--- config.mk ---
export PLATFORM = sky130hd
export DESIGN_NAME = lnp_ctrl
export DESIGN_NICKNAME = d
export VERILOG_FILES = /design/src/rtl/lnp_pkg.sv /design/src/rtl/lnp_ctrl.sv
export SDC_FILE = /design/constraint.sdc
export NUM_CORES = 1
export LEC_CHECK = 0
export BUFFER_PORTS_ARGS = -buffer_cell sky130_fd_sc_hd__buf_2
export CAP_MARGIN = 20
export CORE_AREA = 4 4 41 43
export CTS_BUF_LIST = sky130_fd_sc_hd__clkbuf_8 sky130_fd_sc_hd__clkbuf_16
export CTS_CLUSTER_SIZE = 30
export DETAILED_ROUTE_END_ITERATION = 10
export DIE_AREA = 0 0 45 47
export PLACE_DENSITY = 0.62
export SLEW_MARGIN = 0
export SYNTH_ARGS = -nofsm -noshare
export SYNTH_HDL_FRONTEND = slang
export SYNTH_SLANG_ARGS = --single-unit
--- constraint.sdc ---
create_clock -name clk -period 1.6 [get_ports clk]
set_input_delay 0.16 -clock clk [delete_from_list [all_inputs] [get_ports clk]]
set_output_delay 0.16 -clock clk [all_outputs]
set_load 0.01 [all_outputs]
--- src/rtl/lnp_pkg.sv ---
// Shared types, codes and constants of the line-number program interpreter.
package lnp_pkg;

  localparam int unsigned OPCODE_TABLE_DEPTH_DEF = 256;
  localparam int unsigned CFG_IDX_W = 3;

  localparam logic [1:0] OPN_BYTE  = 2'd0;
  localparam logic [1:0] OPN_LOAD  = 2'd1;
  localparam logic [1:0] OPN_BEGIN = 2'd2;
  localparam logic [1:0] OPN_NONE  = 2'd3;

  localparam logic [CFG_IDX_W-1:0] CFG_MIN_LEN       = 3'd0;
  localparam logic [CFG_IDX_W-1:0] CFG_LINE_MIN      = 3'd1;
  localparam logic [CFG_IDX_W-1:0] CFG_LINE_SPAN     = 3'd2;
  localparam logic [CFG_IDX_W-1:0] CFG_FIRST_SPECIAL = 3'd3;
  localparam logic [CFG_IDX_W-1:0] CFG_DEFAULT_STMT  = 3'd4;

  localparam logic [7:0] DEF_MIN_LEN       = 8'd1;
  localparam logic [7:0] DEF_LINE_MIN      = 8'hfb;
  localparam logic [7:0] DEF_LINE_SPAN     = 8'd14;
  localparam logic [7:0] DEF_FIRST_SPECIAL = 8'd13;
  localparam logic       DEF_STMT          = 1'b1;

  localparam logic [7:0] OP_EXTENDED       = 8'd0;
  localparam logic [7:0] OP_COPY           = 8'd1;
  localparam logic [7:0] OP_ADVANCE_PC     = 8'd2;
  localparam logic [7:0] OP_ADVANCE_LINE   = 8'd3;
  localparam logic [7:0] OP_SET_FILE       = 8'd4;
  localparam logic [7:0] OP_SET_COLUMN     = 8'd5;
  localparam logic [7:0] OP_NEGATE_STMT    = 8'd6;
  localparam logic [7:0] OP_SET_BLOCK      = 8'd7;
  localparam logic [7:0] OP_CONST_ADD_PC   = 8'd8;
  localparam logic [7:0] OP_FIXED_ADV_PC   = 8'd9;
  localparam logic [7:0] OP_PROLOGUE_END   = 8'd10;
  localparam logic [7:0] OP_EPILOGUE_BEGIN = 8'd11;
  localparam logic [7:0] OP_SET_ISA        = 8'd12;

  localparam logic [7:0] EXT_SEQ_END     = 8'h01;
  localparam logic [7:0] EXT_SET_ADDRESS = 8'h02;

  localparam logic KIND_ROW   = 1'b0;
  localparam logic KIND_ERROR = 1'b1;

  localparam logic [1:0] ERR_NONE      = 2'd0;
  localparam logic [1:0] ERR_TRUNCATED = 2'd1;
  localparam logic [1:0] ERR_ZERO_LEN  = 2'd2;
  localparam logic [1:0] ERR_ADDR_SIZE = 2'd3;

  typedef enum logic [3:0] {
    PH_OPCODE   = 4'd0,
    PH_ULEB     = 4'd1,
    PH_SLEB     = 4'd2,
    PH_FIX_LO   = 4'd3,
    PH_FIX_HI   = 4'd4,
    PH_SKIP     = 4'd5,
    PH_EXT_LEN  = 4'd6,
    PH_EXT_SUB  = 4'd7,
    PH_EXT_BODY = 4'd8
  } phase_t;

  typedef struct packed {
    logic load;
    logic exec;
    logic div_step;
    logic mul;
    logic add;
  } ctrl_cmd_t;

  typedef struct packed {
    logic need_div;
    logic need_mul;
    logic div_last;
    logic out_busy;
  } ctrl_sts_t;

endpackage

--- src/rtl/lnp_ctrl.sv ---
// Sequencing state machine of the line-number program interpreter.
module lnp_ctrl (
  input  logic               clk,
  input  logic               rst,
  input  logic               in_valid,
  output logic               in_ready,
  input  lnp_pkg::ctrl_sts_t sts,
  output lnp_pkg::ctrl_cmd_t cmd
);
  import lnp_pkg::*;

  typedef enum logic [4:0] {
    ST_IDLE = 5'b00001,
    ST_EXEC = 5'b00010,
    ST_DIV  = 5'b00100,
    ST_MUL  = 5'b01000,
    ST_ADD  = 5'b10000
  } state_t;

  state_t state, state_next;

  always_ff @(posedge clk) begin
    if (rst) begin
      state <= ST_IDLE;
    end else begin
      state <= state_next;
    end
  end

  always_comb begin
    cmd = '0;
    state_next = state;
    in_ready = (state == ST_IDLE);
    case (state)
      ST_IDLE: begin
        if (in_valid) begin
          cmd.load = 1'b1;
          state_next = ST_EXEC;
        end
      end
      ST_EXEC: begin
        if (!sts.out_busy) begin
          cmd.exec = 1'b1;
          if (sts.need_div) state_next = ST_DIV;
          else if (sts.need_mul) state_next = ST_MUL;
          else state_next = ST_IDLE;
        end
      end
      ST_DIV: begin
        cmd.div_step = 1'b1;
        if (sts.div_last) state_next = ST_MUL;
      end
      ST_MUL: begin
        cmd.mul = 1'b1;
        state_next = ST_ADD;
      end
      ST_ADD: begin
        if (!sts.out_busy) begin
          cmd.add = 1'b1;
          state_next = ST_IDLE;
        end
      end
      default: state_next = ST_IDLE;
    endcase
  end

endmodule

=== Word level (Yosys, flattened, before mapping) ===
Index checks and enable logic that the tools add are counted.

* Bits in read-only memories: 0
* Input bits: 7
* Bits in writable memories: 0
* Logic and storage cells: 25
* Memories: 0
* Output and inout port bits: 6
* Bits in registers: 5
* Latch bits: 0

* Bitwise gates (word level): 0
* Eq/ne operators: 9
* Shifts and indexed selects: 0
* Magnitude comparators: 0
* Reductions and logical operators: 1
* $add $sub $neg: 0
* Div/mod/pow operators: 0
* Mux-type cells: 14
* $mul: 0

{| class="wikitable"
|+ Operators with widths
! operator !! count
|-
| $mux W5 || 5
|-
| $pmux W5 S5 || 1
|-
| $ne A2 B2 Y1 const B || 4
|-
| $mux W1 || 7
|-
| $eq A5 B1 Y1 const B || 1
|-
| $eq A5 B2 Y1 const B || 1
|-
| $eq A5 B3 Y1 const B || 1
|-
| $eq A5 B4 Y1 const B || 1
|-
| $eq A5 B5 Y1 const B || 1
|-
| $mux W4 || 1
|-
| $reduce_and A4 Y1 || 1
|}

=== Logic depth before layout (Yosys ltp) ===
* Depth after elaboration: 4
* Depth in mapped cells: 4

=== Least setup slack after synthesis ===
OpenSTA, ideal clock, no wires.

* Path kind: register -> register
* From: reg state[0]
* To: reg state[0]
* Setup time: 0.116 ns
* Arrival time: 1.422 ns
* Clock period less this slack: 1.538 ns
* Path slack: 0.062 ns
* Stages on the path, launching flop included: 5
* Path through: dfxtp_1 -> buf_6 -> or3_4 -> or4_1 -> a41o_1

* Word-level cells in the longest chain between the ends: 3
* Elaborated cells on any way between the ends: 11
* Those cells by class: eq/ne: 9; mux: 1; reduce/logical: 1

{| class="wikitable"
|+ Ends and longest elaborated chain
! item !! line !! text
|-
| start: declaration || lnp_ctrl.sv:20 || <nowiki>state_t state, state_next;</nowiki>
|-
| start signal: assignment || lnp_ctrl.sv:26 || <nowiki>state <= state_next;</nowiki>
|-
| $eq A5 B3 Y1 (tied with other cells) || lnp_ctrl.sv:34 || <nowiki>case (state)</nowiki>
|-
| $ne A2 B2 Y1 (no source line) || n/a ||
|-
| $reduce_and A4 Y1 (no source line) || n/a ||
|}

Several ways; a longest one is shown, not always the timed one.
A chain may end at the register's enable or synchronous reset.

==> metrics <==
CP delay by family, top=simple AND/OR/NAND/NOR gates; Mapped Area=around 350 um^2; CTS Buf Count=3; via count=447; I/O Buffers=12; Synth Flop Type=dfxtp_1; setup ws final=-0.0205 ns; share of cells above drive strength 1=0.486; Mean Syn Cell Area=approximately 7.7 um^2; DRC=0; critical path required time=1.44 ns; fmax=~600 MHz; CP Cell Sequence=buf_6, or4b_4, nor3_2, buf_2; antenna viol nets, final=0; synthesized instance count=46; clock sinks=5; wire length per cell=~12 um; gr ovfl total=0; Cell variety after synth=24; Detail Placement HPWL=about 710 um; die width=between 40 and 50 um; H-Tree Depth=1; Synth top cells by count=dfxtp_1 (5), inv_1 (5), nor2_1 (4); Buf/Inv on CP=2; largest net degree at the start of global routing=11; CTS tree=done; n_diodes=0; top cell type's share of synthesized area=0.283; number of synthesized register bits=5; nets=80; First-pass DRT Iterations=4; row count=13; clock skew=approximately 0.0019 ns; gp weighted congestion=around 0.77; Largest regs=state (5); EDFF count, synth=0; failing checks=setup timing; Placed Area=between 400 and 500 um^2; initial antenna violation count=0; post-layout min period=1.62 ns; CP max FO=5; Die ar.=~0.0021 mm^2; # fillers=between 100 and 150; PwrDens=roughly 810 mW/mm^2; clk slew on worst S/H paths=roughly 0.04 ns; Design Area, Final=~590 um^2; clk_lat worst skew=approximately 0.22 ns; Worst path max stage delay=about 0.5 ns; post-synthesis sequential area ratio=0.283; setup tns final=-0.0240 ns; routed wire length=1060 um; Starting Density=0.272; initial drt markers=7; CP Capture Type=primary output; hold_buf cts=0; core footprint=between 0.001 and 0.0015 mm^2; Via density=5.14; maximum VDD drop=approximately 0.77 mV; Max clock buf depth=2; Leakage=0.288 nW; Die Height=47 um; Critical-path top delay cell=or4b_4; Startpoint Class=flip-flop; RSZ-0062 raised after global routing=yes; Worst EP arrival=approximately 1.5 ns; vias in the first global route=358; Worst Max-Slew Pin Slew=~0.42 ns; yosys warns=0; first-pass GRT wire length=about 1600 um; worst min-delay path class=input port to flip-flop; Area Growth Syn to Fin=65.4%; Net Count, Synth=53; max cap viols=0; critical path class=flip-flop to primary output; max reg flops=5; Post-synth ARST share=0; Root Driver=clkbuf_8; final hold vios=0; Slew Viols, Final=0; GRT Util Overall=0.103; Final Cycle Share=1.01; cell taking the most area after synthesis=dfxtp_1; Largest Register=state; ranking of synthesized cells by area=dfxtp_1 (28%), a41o_1 (5.7%), inv_1 (5.3%); relative slew slack=0.718; fin util=0.450; Ports=13; Setup-failing EPs final=2; status=finished with violations
[layer usage]
metal,up-vias,share of wire,global-route usage
met2,18,0.44,0.144
met5,-,0,0
met1,206,0.48,0.148
li1,223,-,-
met3,0,0.084,0.0575
met4,0,0,0
[kinds of logic after synthesis]
group,after synthesis,share of synthesized area
buffers and inverters,8,0.106
xor gates and xnor gates,2,0.0495
and+or+nand+nor,23,0.410
AOI/OAI and AO/OA,8,0.152
DFF,5,0.283
[worst reg2reg max path, cell delays in order, from the launching register on]
cell,delay [ns]
dfxtp_2,0.32
buf_4,0.13
or3_4,0.34
or4_1,0.48
a41o_1,0.23
[per-stage QoR]
stage          worst slack [ns]  total power (W)  hold slack [ns]  cells
3_5_place_dp              0.105         0.000222            0.375     75
3_3_place_gp              0.109         0.000221            0.370     75
5_1_grt                 -0.0958         0.000501            0.148     87
6_report                -0.0205         0.000473            0.146     87
4_1_cts                -0.00265         0.000453            0.146     79
2_1_floorplan            0.0621         0.000193            0.229     46
[area by class of cell]
cell class,count,area [um^2],share of cell area
Clock buffer,3,41.3,0.0705
Clock inverter,1,3.75,0.00641
Inverter,5,18.8,0.0321
Multi-Input combinational cell,33,230,0.393
Sequential cell,5,104,0.177
Tap cell,15,18.8,0.0321
Timing Repair Buffer,25,169,0.288
[cells in the final DEF, fill, tap and decap left out]
| master | instances |
|---|---|
| buf_2 | 12 |
| buf_4 | 10 |
| inv_1 | 6 |
| nor2_1 | 4 |
| a21oi_1 | 3 |
| clkbuf_8 | 3 |
| buf_6 | 3 |
| dfxtp_2 | 3 |
| and3_1 | 2 |
| nor3_2 | 2 |
| nand4_1 | 2 |
| xor2_1 | 2 |
| nor4b_1 | 2 |
| a41o_1 | 2 |
| nand3_1 | 2 |
| dfxtp_1 | 2 |
| nor3_1 | 1 |
| nand3b_1 | 1 |
| or3_4 | 1 |
| nand2b_1 | 1 |
| or4b_4 | 1 |
| o21ai_0 | 1 |
| o211ai_1 | 1 |
| or3_1 | 1 |
| or4_1 | 1 |
| nand2_1 | 1 |
| nor4bb_1 | 1 |
| a31oi_1 | 1 |
[final timing paths]
| path | from | end | slack (ns) | cells past startpoint |
|---|---|---|---|---|
| worst min register to register | state[3] | state[3] | 0.54 | 2 |
| worst min-delay path | rst | state[2] | 0.15 | 2 |
| worst max-delay path | state[0] | cmd[0] | -0.02 | 4 |
| worst max register to register | state[0] | state[0] | 0 | 4 |
[report_power, final]
group          switching (W)  internal, W
Sequential        0.00000570     0.000132
Combinational      0.0000480    0.0000594
Clock              0.0000632     0.000165
[what timing repair did]
| item | in CTS | in global routing |
|---|---|---|
| resized for setup | 3 | 6 |
| pin swaps | 0 | 2 |
| setup endpoints to repair | 1 | 3 |
| buffers inserted | 0 | 8 |
Note: power is estimated with default switching activity, not from simulation.
